## src/rtl/assert_macros.svh

```systemverilog
// ----------------------------------------------------------------------------
// assert_macros.svh
// Assertion helpers shared by the rtl; compiled out under SYNTHESIS.
// ----------------------------------------------------------------------------
`ifndef ASSERT_MACROS_SVH
`define ASSERT_MACROS_SVH

`ifndef SYNTHESIS

// same-cycle implication, disabled during reset
`define ASSERT_IMPLIES(label, clk, rst, ante, cons) \
  label: assert property (@(posedge clk) disable iff (rst) (ante) |-> (cons)) \
    else $error("assertion failed: label");

// next-cycle implication, disabled during reset
`define ASSERT_NEXT(label, clk, rst, ante, cons) \
  label: assert property (@(posedge clk) disable iff (rst) (ante) |=> (cons)) \
    else $error("assertion failed: label");

`else

`define ASSERT_IMPLIES(label, clk, rst, ante, cons)
`define ASSERT_NEXT(label, clk, rst, ante, cons)

`endif

`endif

```

## src/rtl/mktd_pkg.sv

```systemverilog
`timescale 1ns / 1ps
// ----------------------------------------------------------------------------
// mktd_pkg
// Shared types, codes and the Morse lookup for the key timing decoder.
// ----------------------------------------------------------------------------
package mktd_pkg;

  localparam int TIMER_WIDTH  = 16;
  localparam int CFG_WIDTH    = 16;
  localparam int MAX_CODE_LEN = 5;
  localparam int COUNT_WIDTH  = 3;
  localparam int KIND_WIDTH   = 3;
  localparam int ASCII_WIDTH  = 7;
  localparam int CFG_IDX_W    = 2;
  localparam int TABLE_SIZE   = 36;

  // event kinds
  localparam logic [KIND_WIDTH-1:0] KIND_DOT     = 3'd0;
  localparam logic [KIND_WIDTH-1:0] KIND_DASH    = 3'd1;
  localparam logic [KIND_WIDTH-1:0] KIND_BAD     = 3'd2;
  localparam logic [KIND_WIDTH-1:0] KIND_LETTER  = 3'd3;
  localparam logic [KIND_WIDTH-1:0] KIND_NOMATCH = 3'd4;

  // register indexes
  localparam logic [CFG_IDX_W-1:0] REG_DOT_MIN    = 2'd0;
  localparam logic [CFG_IDX_W-1:0] REG_DASH_MIN   = 2'd1;
  localparam logic [CFG_IDX_W-1:0] REG_DASH_LIMIT = 2'd2;
  localparam logic [CFG_IDX_W-1:0] REG_GAP_MIN    = 2'd3;

  localparam logic [CFG_WIDTH-1:0] DOT_MIN_RESET    = 16'd469;
  localparam logic [CFG_WIDTH-1:0] DASH_MIN_RESET   = 16'd3125;
  localparam logic [CFG_WIDTH-1:0] DASH_LIMIT_RESET = 16'd6250;
  localparam logic [CFG_WIDTH-1:0] GAP_MIN_RESET    = 16'd6250;

  // classified edge passed from front to back
  typedef struct packed {
    logic                  is_letter;
    logic [KIND_WIDTH-1:0] kind;
  } cmd_t;

  // one result item
  typedef struct packed {
    logic [KIND_WIDTH-1:0]   event_kind;
    logic [ASCII_WIDTH-1:0]  letter;
    logic [MAX_CODE_LEN-1:0] code_bits;
    logic [COUNT_WIDTH-1:0]  code_length;
  } result_t;

  // queue status between modules
  typedef struct packed {
    logic full;
    logic empty;
  } q_status_t;

  // table: symbols first in bit 0, 1 = dash
  localparam logic [MAX_CODE_LEN-1:0] PAT_BITS [TABLE_SIZE] = '{
    5'b00010, 5'b00001, 5'b00101, 5'b00001, 5'b00000, 5'b00100,
    5'b00011, 5'b00000, 5'b00000, 5'b01110, 5'b00101, 5'b00010,
    5'b00011, 5'b00001, 5'b00111, 5'b00110, 5'b01011, 5'b00010,
    5'b00000, 5'b00001, 5'b00100, 5'b01000, 5'b00110, 5'b01001,
    5'b01101, 5'b00011, 5'b11110, 5'b11100, 5'b11000, 5'b10000,
    5'b00000, 5'b00001, 5'b00011, 5'b00111, 5'b01111, 5'b11111
  };

  localparam logic [COUNT_WIDTH-1:0] PAT_LEN [TABLE_SIZE] = '{
    3'd2, 3'd4, 3'd4, 3'd3, 3'd1, 3'd4,
    3'd3, 3'd4, 3'd2, 3'd4, 3'd3, 3'd4,
    3'd2, 3'd2, 3'd3, 3'd4, 3'd4, 3'd3,
    3'd3, 3'd1, 3'd3, 3'd4, 3'd3, 3'd4,
    3'd4, 3'd4, 3'd5, 3'd5, 3'd5, 3'd5,
    3'd5, 3'd5, 3'd5, 3'd5, 3'd5, 3'd5
  };

  localparam logic [ASCII_WIDTH-1:0] PAT_ASCII [TABLE_SIZE] = '{
    7'h41, 7'h42, 7'h43, 7'h44, 7'h45, 7'h46,
    7'h47, 7'h48, 7'h49, 7'h4A, 7'h4B, 7'h4C,
    7'h4D, 7'h4E, 7'h4F, 7'h50, 7'h51, 7'h52,
    7'h53, 7'h54, 7'h55, 7'h56, 7'h57, 7'h58,
    7'h59, 7'h5A, 7'h31, 7'h32, 7'h33, 7'h34,
    7'h35, 7'h36, 7'h37, 7'h38, 7'h39, 7'h30
  };

  // ascii of the matching entry, 0 when none matches; bits above len are zero
  function automatic logic [ASCII_WIDTH-1:0] match_code(
    input logic [MAX_CODE_LEN-1:0] bits,
    input logic [COUNT_WIDTH-1:0]  len
  );
    logic [ASCII_WIDTH-1:0] ascii;
    ascii = '0;
    for (int e = 0; e < TABLE_SIZE; e++) begin
      if (bits == PAT_BITS[e] && len == PAT_LEN[e]) begin
        ascii = PAT_ASCII[e];
      end
    end
    return ascii;
  endfunction

endpackage

```

## src/rtl/mktd_front.sv

```systemverilog
`timescale 1ns / 1ps
// ----------------------------------------------------------------------------
// mktd_front
// Holds thresholds and edge timing; classifies each key edge into a command.
// ----------------------------------------------------------------------------
module mktd_front
  import mktd_pkg::*;
(
  input  logic                   clk,
  input  logic                   rst,
  input  logic                   cfg_valid,
  input  logic [CFG_IDX_W-1:0]   cfg_index,
  input  logic [CFG_WIDTH-1:0]   cfg_data,
  output logic                   cfg_ready,
  input  logic                   accept,
  input  logic [TIMER_WIDTH-1:0] capture_time,
  output logic                   cmd_valid,
  output cmd_t                   cmd
);

  logic [CFG_WIDTH-1:0]   dot_min;
  logic [CFG_WIDTH-1:0]   dash_min;
  logic [CFG_WIDTH-1:0]   dash_limit;
  logic [CFG_WIDTH-1:0]   gap_min;
  logic [TIMER_WIDTH-1:0] last_edge_time;
  logic                   key_is_down;
  logic [TIMER_WIDTH-1:0] elapsed;

  assign cfg_ready = 1'b1;

  // configuration registers
  always_ff @(posedge clk) begin
    if (rst) begin
      dot_min    <= DOT_MIN_RESET;
      dash_min   <= DASH_MIN_RESET;
      dash_limit <= DASH_LIMIT_RESET;
      gap_min    <= GAP_MIN_RESET;
    end else if (cfg_valid) begin
      case (cfg_index)
        REG_DOT_MIN:    dot_min    <= cfg_data;
        REG_DASH_MIN:   dash_min   <= cfg_data;
        REG_DASH_LIMIT: dash_limit <= cfg_data;
        REG_GAP_MIN:    gap_min    <= cfg_data;
        default:        ;
      endcase
    end
  end

  // edge timing, wraps modulo the timer width
  assign elapsed = capture_time - last_edge_time;

  always_ff @(posedge clk) begin
    if (rst) begin
      last_edge_time <= '0;
      key_is_down    <= 1'b0;
    end else if (accept) begin
      last_edge_time <= capture_time;
      key_is_down    <= ~key_is_down;
    end
  end

  // classify press length or letter-ending gap
  always_comb begin
    cmd.is_letter = ~key_is_down;
    if (elapsed >= dot_min && elapsed < dash_min) begin
      cmd.kind = KIND_DOT;
    end else if (elapsed >= dash_min && elapsed < dash_limit) begin
      cmd.kind = KIND_DASH;
    end else begin
      cmd.kind = KIND_BAD;
    end
    cmd_valid = accept && (key_is_down || elapsed > gap_min);
  end

endmodule

```

## src/rtl/mktd_cmd_queue.sv

```systemverilog
`timescale 1ns / 1ps
// ----------------------------------------------------------------------------
// mktd_cmd_queue
// Two-entry queue of classified commands between front and back.
// ----------------------------------------------------------------------------
module mktd_cmd_queue
  import mktd_pkg::*;
(
  input  logic      clk,
  input  logic      rst,
  input  logic      wr_en,
  input  cmd_t      wr_cmd,
  input  logic      rd_en,
  output cmd_t      rd_cmd,
  output q_status_t status
);

  cmd_t       entries [2];
  logic       wr_ptr;
  logic       rd_ptr;
  logic [1:0] count;

  assign rd_cmd       = entries[rd_ptr];
  assign status.full  = count[1];
  assign status.empty = (count == 2'd0);

  // entry storage
  always_ff @(posedge clk) begin
    if (wr_en) begin
      entries[wr_ptr] <= wr_cmd;
    end
  end

  // pointers and fill count
  always_ff @(posedge clk) begin
    if (rst) begin
      wr_ptr <= 1'b0;
      rd_ptr <= 1'b0;
      count  <= 2'd0;
    end else begin
      if (wr_en) begin
        wr_ptr <= ~wr_ptr;
      end
      if (rd_en) begin
        rd_ptr <= ~rd_ptr;
      end
      case ({wr_en, rd_en})
        2'b10:   count <= count + 2'd1;
        2'b01:   count <= count - 2'd1;
        default: count <= count;
      endcase
    end
  end

endmodule

```

## src/rtl/mktd_back.sv

```systemverilog
`timescale 1ns / 1ps
// ----------------------------------------------------------------------------
// mktd_back
// Builds the symbol code, matches letters and queues result items.
// ----------------------------------------------------------------------------
module mktd_back
  import mktd_pkg::*;
(
  input  logic      clk,
  input  logic      rst,
  input  q_status_t cmd_status,
  input  cmd_t      cmd,
  output logic      cmd_pop,
  input  logic      res_pop,
  output result_t   res,
  output q_status_t res_status
);

  logic [MAX_CODE_LEN-1:0] symbol_bits;
  logic [COUNT_WIDTH-1:0]  symbol_count;
  logic                    bad_element_seen;
  logic [MAX_CODE_LEN-1:0] symbol_bits_next;
  logic [COUNT_WIDTH-1:0]  symbol_count_next;
  logic                    bad_element_seen_next;
  logic [ASCII_WIDTH-1:0]  ascii;
  result_t                 res_new;

  result_t                 slots [2];
  logic                    wr_ptr;
  logic                    rd_ptr;
  logic [1:0]              count;

  localparam logic [COUNT_WIDTH-1:0] MAX_LEN  = COUNT_WIDTH'(MAX_CODE_LEN);
  localparam logic [COUNT_WIDTH-1:0] TOO_LONG = COUNT_WIDTH'(MAX_CODE_LEN + 1);

  assign res_status.full  = count[1];
  assign res_status.empty = (count == 2'd0);
  assign res              = slots[rd_ptr];

  // take a command whenever the result queue has room
  assign cmd_pop = !cmd_status.empty && !res_status.full;

  // code update and letter match
  always_comb begin
    symbol_bits_next      = symbol_bits;
    symbol_count_next     = symbol_count;
    bad_element_seen_next = bad_element_seen;
    ascii                 = '0;
    res_new               = '0;
    if (cmd.is_letter) begin
      if (!bad_element_seen && symbol_count != '0 && symbol_count <= MAX_LEN) begin
        ascii = match_code(symbol_bits, symbol_count);
      end
      res_new.event_kind    = (ascii != '0) ? KIND_LETTER : KIND_NOMATCH;
      res_new.letter        = ascii;
      res_new.code_bits     = symbol_bits;
      res_new.code_length   = symbol_count;
      symbol_bits_next      = '0;
      symbol_count_next     = '0;
      bad_element_seen_next = 1'b0;
    end else begin
      if (cmd.kind == KIND_BAD) begin
        bad_element_seen_next = 1'b1;
      end
      if (symbol_count < MAX_LEN) begin
        if (cmd.kind == KIND_DASH) begin
          symbol_bits_next = symbol_bits | (MAX_CODE_LEN'(1) << symbol_count);
        end
        symbol_count_next = symbol_count + COUNT_WIDTH'(1);
      end else begin
        symbol_count_next = TOO_LONG;
      end
      res_new.event_kind  = cmd.kind;
      res_new.letter      = '0;
      res_new.code_bits   = symbol_bits_next;
      res_new.code_length = symbol_count_next;
    end
  end

  // code state
  always_ff @(posedge clk) begin
    if (rst) begin
      symbol_bits      <= '0;
      symbol_count     <= '0;
      bad_element_seen <= 1'b0;
    end else if (cmd_pop) begin
      symbol_bits      <= symbol_bits_next;
      symbol_count     <= symbol_count_next;
      bad_element_seen <= bad_element_seen_next;
    end
  end

  // result queue storage
  always_ff @(posedge clk) begin
    if (cmd_pop) begin
      slots[wr_ptr] <= res_new;
    end
  end

  // result queue pointers
  always_ff @(posedge clk) begin
    if (rst) begin
      wr_ptr <= 1'b0;
      rd_ptr <= 1'b0;
      count  <= 2'd0;
    end else begin
      if (cmd_pop) begin
        wr_ptr <= ~wr_ptr;
      end
      if (res_pop) begin
        rd_ptr <= ~rd_ptr;
      end
      case ({cmd_pop, res_pop})
        2'b10:   count <= count + 2'd1;
        2'b01:   count <= count - 2'd1;
        default: count <= count;
      endcase
    end
  end

endmodule

```

## src/rtl/morse_key_timing_decoder_unit.sv

```systemverilog
`timescale 1ns / 1ps
// ----------------------------------------------------------------------------
// morse_key_timing_decoder_unit: Morse key timing decoder, queue interface
// Path: a classified edge enters the two-entry command queue; its result goes
// into the two-entry result queue, whose head drives the outputs. One edge per
// cycle while not full; the queues let front and back stall independently.
// Reset: synchronous rst restores default thresholds and clears code and queues.
// ----------------------------------------------------------------------------
`include "assert_macros.svh"

module morse_key_timing_decoder_unit
  import mktd_pkg::*;
(
  input  logic                    clk,
  input  logic                    rst,
  input  logic                    push,
  output logic                    full,
  input  logic [TIMER_WIDTH-1:0]  capture_time,
  output logic                    empty,
  input  logic                    pop,
  output logic [KIND_WIDTH-1:0]   event_kind,
  output logic [ASCII_WIDTH-1:0]  letter,
  output logic [MAX_CODE_LEN-1:0] code_bits,
  output logic [COUNT_WIDTH-1:0]  code_length,
  input  logic                    cfg_valid,
  output logic                    cfg_ready,
  input  logic [CFG_IDX_W-1:0]    cfg_index,
  input  logic [CFG_WIDTH-1:0]    cfg_data
);

  logic      in_accept;
  logic      cmd_valid;
  cmd_t      cmd_in;
  cmd_t      cmd_head;
  logic      cmd_pop;
  q_status_t cmd_status;
  q_status_t res_status;
  result_t   res;
  logic      res_pop;

  assign full      = cmd_status.full;
  assign in_accept = push && !cmd_status.full;
  assign empty     = res_status.empty;
  assign res_pop   = pop && !res_status.empty;

  assign event_kind  = res.event_kind;
  assign letter      = res.letter;
  assign code_bits   = res.code_bits;
  assign code_length = res.code_length;

  // edge classification
  mktd_front u_front (
    .clk          (clk),
    .rst          (rst),
    .cfg_valid    (cfg_valid),
    .cfg_index    (cfg_index),
    .cfg_data     (cfg_data),
    .cfg_ready    (cfg_ready),
    .accept       (in_accept),
    .capture_time (capture_time),
    .cmd_valid    (cmd_valid),
    .cmd          (cmd_in)
  );

  // decoupling queue
  mktd_cmd_queue u_cmd_queue (
    .clk    (clk),
    .rst    (rst),
    .wr_en  (cmd_valid),
    .wr_cmd (cmd_in),
    .rd_en  (cmd_pop),
    .rd_cmd (cmd_head),
    .status (cmd_status)
  );

  // code assembly, match and result queue
  mktd_back u_back (
    .clk        (clk),
    .rst        (rst),
    .cmd_status (cmd_status),
    .cmd        (cmd_head),
    .cmd_pop    (cmd_pop),
    .res_pop    (res_pop),
    .res        (res),
    .res_status (res_status)
  );

  // back only consumes real commands and never sits on work it could do
  `ASSERT_IMPLIES(a_pop_nonempty, clk, rst, cmd_pop, !cmd_status.empty)
  `ASSERT_IMPLIES(a_back_drains, clk, rst, !cmd_status.empty && !res_status.full, cmd_pop)
  // every consumed command leaves a result waiting
  `ASSERT_NEXT(a_cmd_gives_result, clk, rst, cmd_pop, !res_status.empty)

endmodule
```

## config.mk

```make
export PLATFORM = sky130hd
export DESIGN_NAME = morse_key_timing_decoder_unit
export DESIGN_NICKNAME = d
export VERILOG_FILES = /design/src/rtl/mktd_pkg.sv /design/src/rtl/mktd_front.sv /design/src/rtl/mktd_cmd_queue.sv /design/src/rtl/mktd_back.sv /design/src/rtl/morse_key_timing_decoder_unit.sv
export VERILOG_INCLUDE_DIRS = /design/src /design/src/rtl
export SDC_FILE = /design/constraint.sdc
export NUM_CORES = 1
export LEC_CHECK = 0
export BUFFER_PORTS_ARGS = -buffer_cell sky130_fd_sc_hd__buf_2
export CORE_MARGIN = 4
export CORE_UTILIZATION = 45
export DETAILED_ROUTE_END_ITERATION = 10
export PLACE_DENSITY = 0.66
export SLEW_MARGIN = 25
export SYNTH_ARGS = -nofsm -noshare
export SYNTH_HDL_FRONTEND = slang
export SYNTH_HIERARCHICAL = 1
export SYNTH_SLANG_ARGS = --single-unit
```

## constraint.sdc

```tcl
create_clock -name clk -period 6.3 [get_ports clk]
set_input_delay 1.26 -clock clk [delete_from_list [all_inputs] [get_ports clk]]
set_output_delay 1.26 -clock clk [all_outputs]
set_load 0.01 [all_outputs]
```

==> results.sh <==
export IMPL_worstSetupStartpointType="primary input"
export IMPL_drcViolationCount=0
export IMPL_crit_top_cell="ha_1"
export IMPL_tightest_slew_ns=0.988
export IMPL_cp_cell_sequence="buf_2 -> ha_1 -> nor2b_1 -> o31a_1 -> nor4_1 -> o21a_1 -> or2_1 -> o211ai_1 -> ha_1 -> and3_1 -> nand4_1 -> o31ai_1 -> o31a_1 -> inv_1 -> ha_1 -> or3_1 -> a21oi_1"
export IMPL_first_iter_violations=441
export IMPL_grt_usage_pct=18.6
export IMPL_swShare_pct=32.7
export IMPL_cts_hold_buf=0
export IMPL_grt_max_degree=96
export IMPL_wl_met3_um=876
export IMPL_cap_violations=0
export IMPL_dp_hpwl_mm=14.0
export IMPL_synth_fp_nets=1117
export IMPL_relSlewSlack_pct=34.1
export IMPL_maxSlewViolCount=0
export IMPL_areaGrowthSynthToFinish_pct=12.3
export IMPL_power_switching_w=0.00106
export IMPL_end_kind="flop"
export IMPL_drt_wirelength_per_cell_um=15.0
export IMPL_dpl_instance_area_sq_mm=0.00913
export IMPL_fin_hold_ws_ns=0.454
export IMPL_die_h_um=147
export IMPL_fin_setup_tns_ns=0
export IMPL_cts_setup_buffers=0
export IMPL_period_share_pct=78.7
export IMPL_cts_root_buf="clkbuf_16"
export IMPL_status="finished, final reports clean"
export IMPL_cp_slowest_cell="nor4_1"
export IMPL_antenna_left=0
export IMPL_finalWeightedCongestion=0.900
export IMPL_worstPathMaxFanout=4
export IMPL_slowest_delay_ns=0.45
export IMPL_arrival_ns=5.30
export IMPL_clkPwrFrac_pct=30.6
export IMPL_final_nets=1153
export IMPL_die_area_sq_mm=0.0215
export IMPL_die_w_um=147
export IMPL_vias_per_cell=5.33
export IMPL_wl_mm=19.5
export IMPL_power_internal_w=0.00219
export IMPL_multi_input_area_sq_mm=0.00482
export IMPL_power_density_mw_per_mm2=334
export IMPL_rows=50
export IMPL_fin_area_sq_mm=0.00972
export IMPL_grt_pass1_vias=6455
export IMPL_hold_violations=0
export IMPL_crit_type="primary input to flop"
export IMPL_start_util_pct=46.0
export IMPL_p_total_w=0.00325
export IMPL_cts_made_buffers=17
export IMPL_cp_required_ns=6.65
export IMPL_grt_pass1_wl_mm=32.5
export IMPL_syn_area_sq_mm=0.00866
export IMPL_grt_remaining_overflow=0
export IMPL_pwr_share_comb_pct=32.3
export IMPL_dr_wl_met2_mm=9.58
export IMPL_ctsHtreeMaxLevel=4
export IMPL_top_layer="met5"
export IMPL_netlist_instances=992
export IMPL_fill_cells=1777
export IMPL_clk_latency_ns=0.42
export IMPL_min_period_ns=4.96
export IMPL_io_pins=60
export IMPL_io_buffers=58
export IMPL_pwr_share_seq_pct=37.1
export IMPL_regArea_sq_mm=0.00332
export IMPL_clock_sinks=144
export IMPL_yosys_warnings=6
export IMPL_antenna_found_initial=1
export IMPL_max_freq_mhz=202
export IMPL_skew_ns=0.00554
export IMPL_n_antenna_cell=0
export IMPL_setup_viol=0
export IMPL_wl_met1_mm=8.66
export IMPL_layout_drive_gt1_share_pct=13.0
export IMPL_vias=6937
export IMPL_clk_pin_slew_ns=0.06
export IMPL_core_area_sq_mm=0.0188
export IMPL_dr_pass1_iters=5
export IMPL_cts_tree="built"
export IMPL_rsz0062_at_grt="no"
export IMPL_cts_resized=0
export IMPL_min_path_type="flop to flop"
export IMPL_cts_buffer_depth=2
export IMPL_irDropWorstVdd_uv=320
export IMPL_leakagePower_nw=4.03
export IMPL_postSynthAreaPerCell_sq_um=8.73
-- area by class of cell --
cell class	instances	share of cell area [%]
repair buffers	65	3.53
well taps	260	3.35
multi-input cells	714	49.5
clock inverters	12	1.38
flip-flops and latches	144	34.2
inverters	86	3.32
clock buffers	20	4.70
-- routing by layer --
metal,vias to the layer above,GRT usage [%]
li1,3529,-
met1,3214,23.1
met2,166,31.7
met3,26,4.60
met4,2,6.02
met5,-,0
-- layout by cell type, fill, tap and decap left out, types with 22 or more instances in the layout --
master,instances
nand2_1,134
dfxtp_1,100
nor2_1,88
inv_1,86
ha_1,85
a21oi_1,83
buf_2,58
edfxtp_1,44
o21ai_0,25
mux2_2,22
-- registers in the layout, indices dropped and copies added (netlist names), named ones only --
name	count
u_back/symbol_count	3
u_front/dash_limit	16
u_back/count	2
u_back/slots	36
u_cmd_queue/count	2
u_front/dash_min	16
u_front/dot_min	16
u_front/gap_min	16
u_front/key_is_down	1
u_cmd_queue/entries	8
u_cmd_queue/rd_ptr	1
u_back/rd_ptr	1
u_back/wr_ptr	1
u_front/last_edge_time	16
u_back/bad_element_seen	1
u_back/symbol_bits	5
u_cmd_queue/wr_ptr	1
-- critical path: cells and delay by family --
family | cells | cell delay [ns]
buffers and inverters | 2 | 0.19
and+or+nand+nor | 6 | 1.47
adders and majority gates | 3 | 1.00
AOI/OAI and AO/OA | 6 | 1.38
-- stage by stage --
stage               utilization, %  std cells  setup slack [ns]
CTS                           51.6       1301              1.36
detailed placement            48.5       1269             0.937
finish                        51.6       1301              1.34
global route                  51.6       1301              1.10
floorplan                        -        992              1.41
global placement              48.5       1269             0.982
-- final timing paths --
| kind | from | to | slack [ns] | cells after the start |
|---|---|---|---|---|
| worst min-delay path | u_front/dash_limit[7] | u_front/dash_limit[7] | 0.45 | 2 |
| worst min register to register | u_front/dash_limit[7] | u_front/dash_limit[7] | 0.45 | 2 |
| worst max register to register | u_front/last_edge_time[1] | u_cmd_queue/count[1] | 1.87 | 17 |
| worst max-delay path | capture_time[1] | u_cmd_queue/count[1] | 1.34 | 17 |
-- power groups by stage --
stage               Sequential [W]  Combinational (W)  Clock, W
global route               0.00122            0.00119   0.00106
detailed placement         0.00123            0.00105         0
CTS                        0.00121            0.00106   0.00102
finish                     0.00120            0.00105  0.000995
global placement           0.00122            0.00103         0
floorplan                  0.00119           0.000801         0
(Power assumes the default switching activity.)
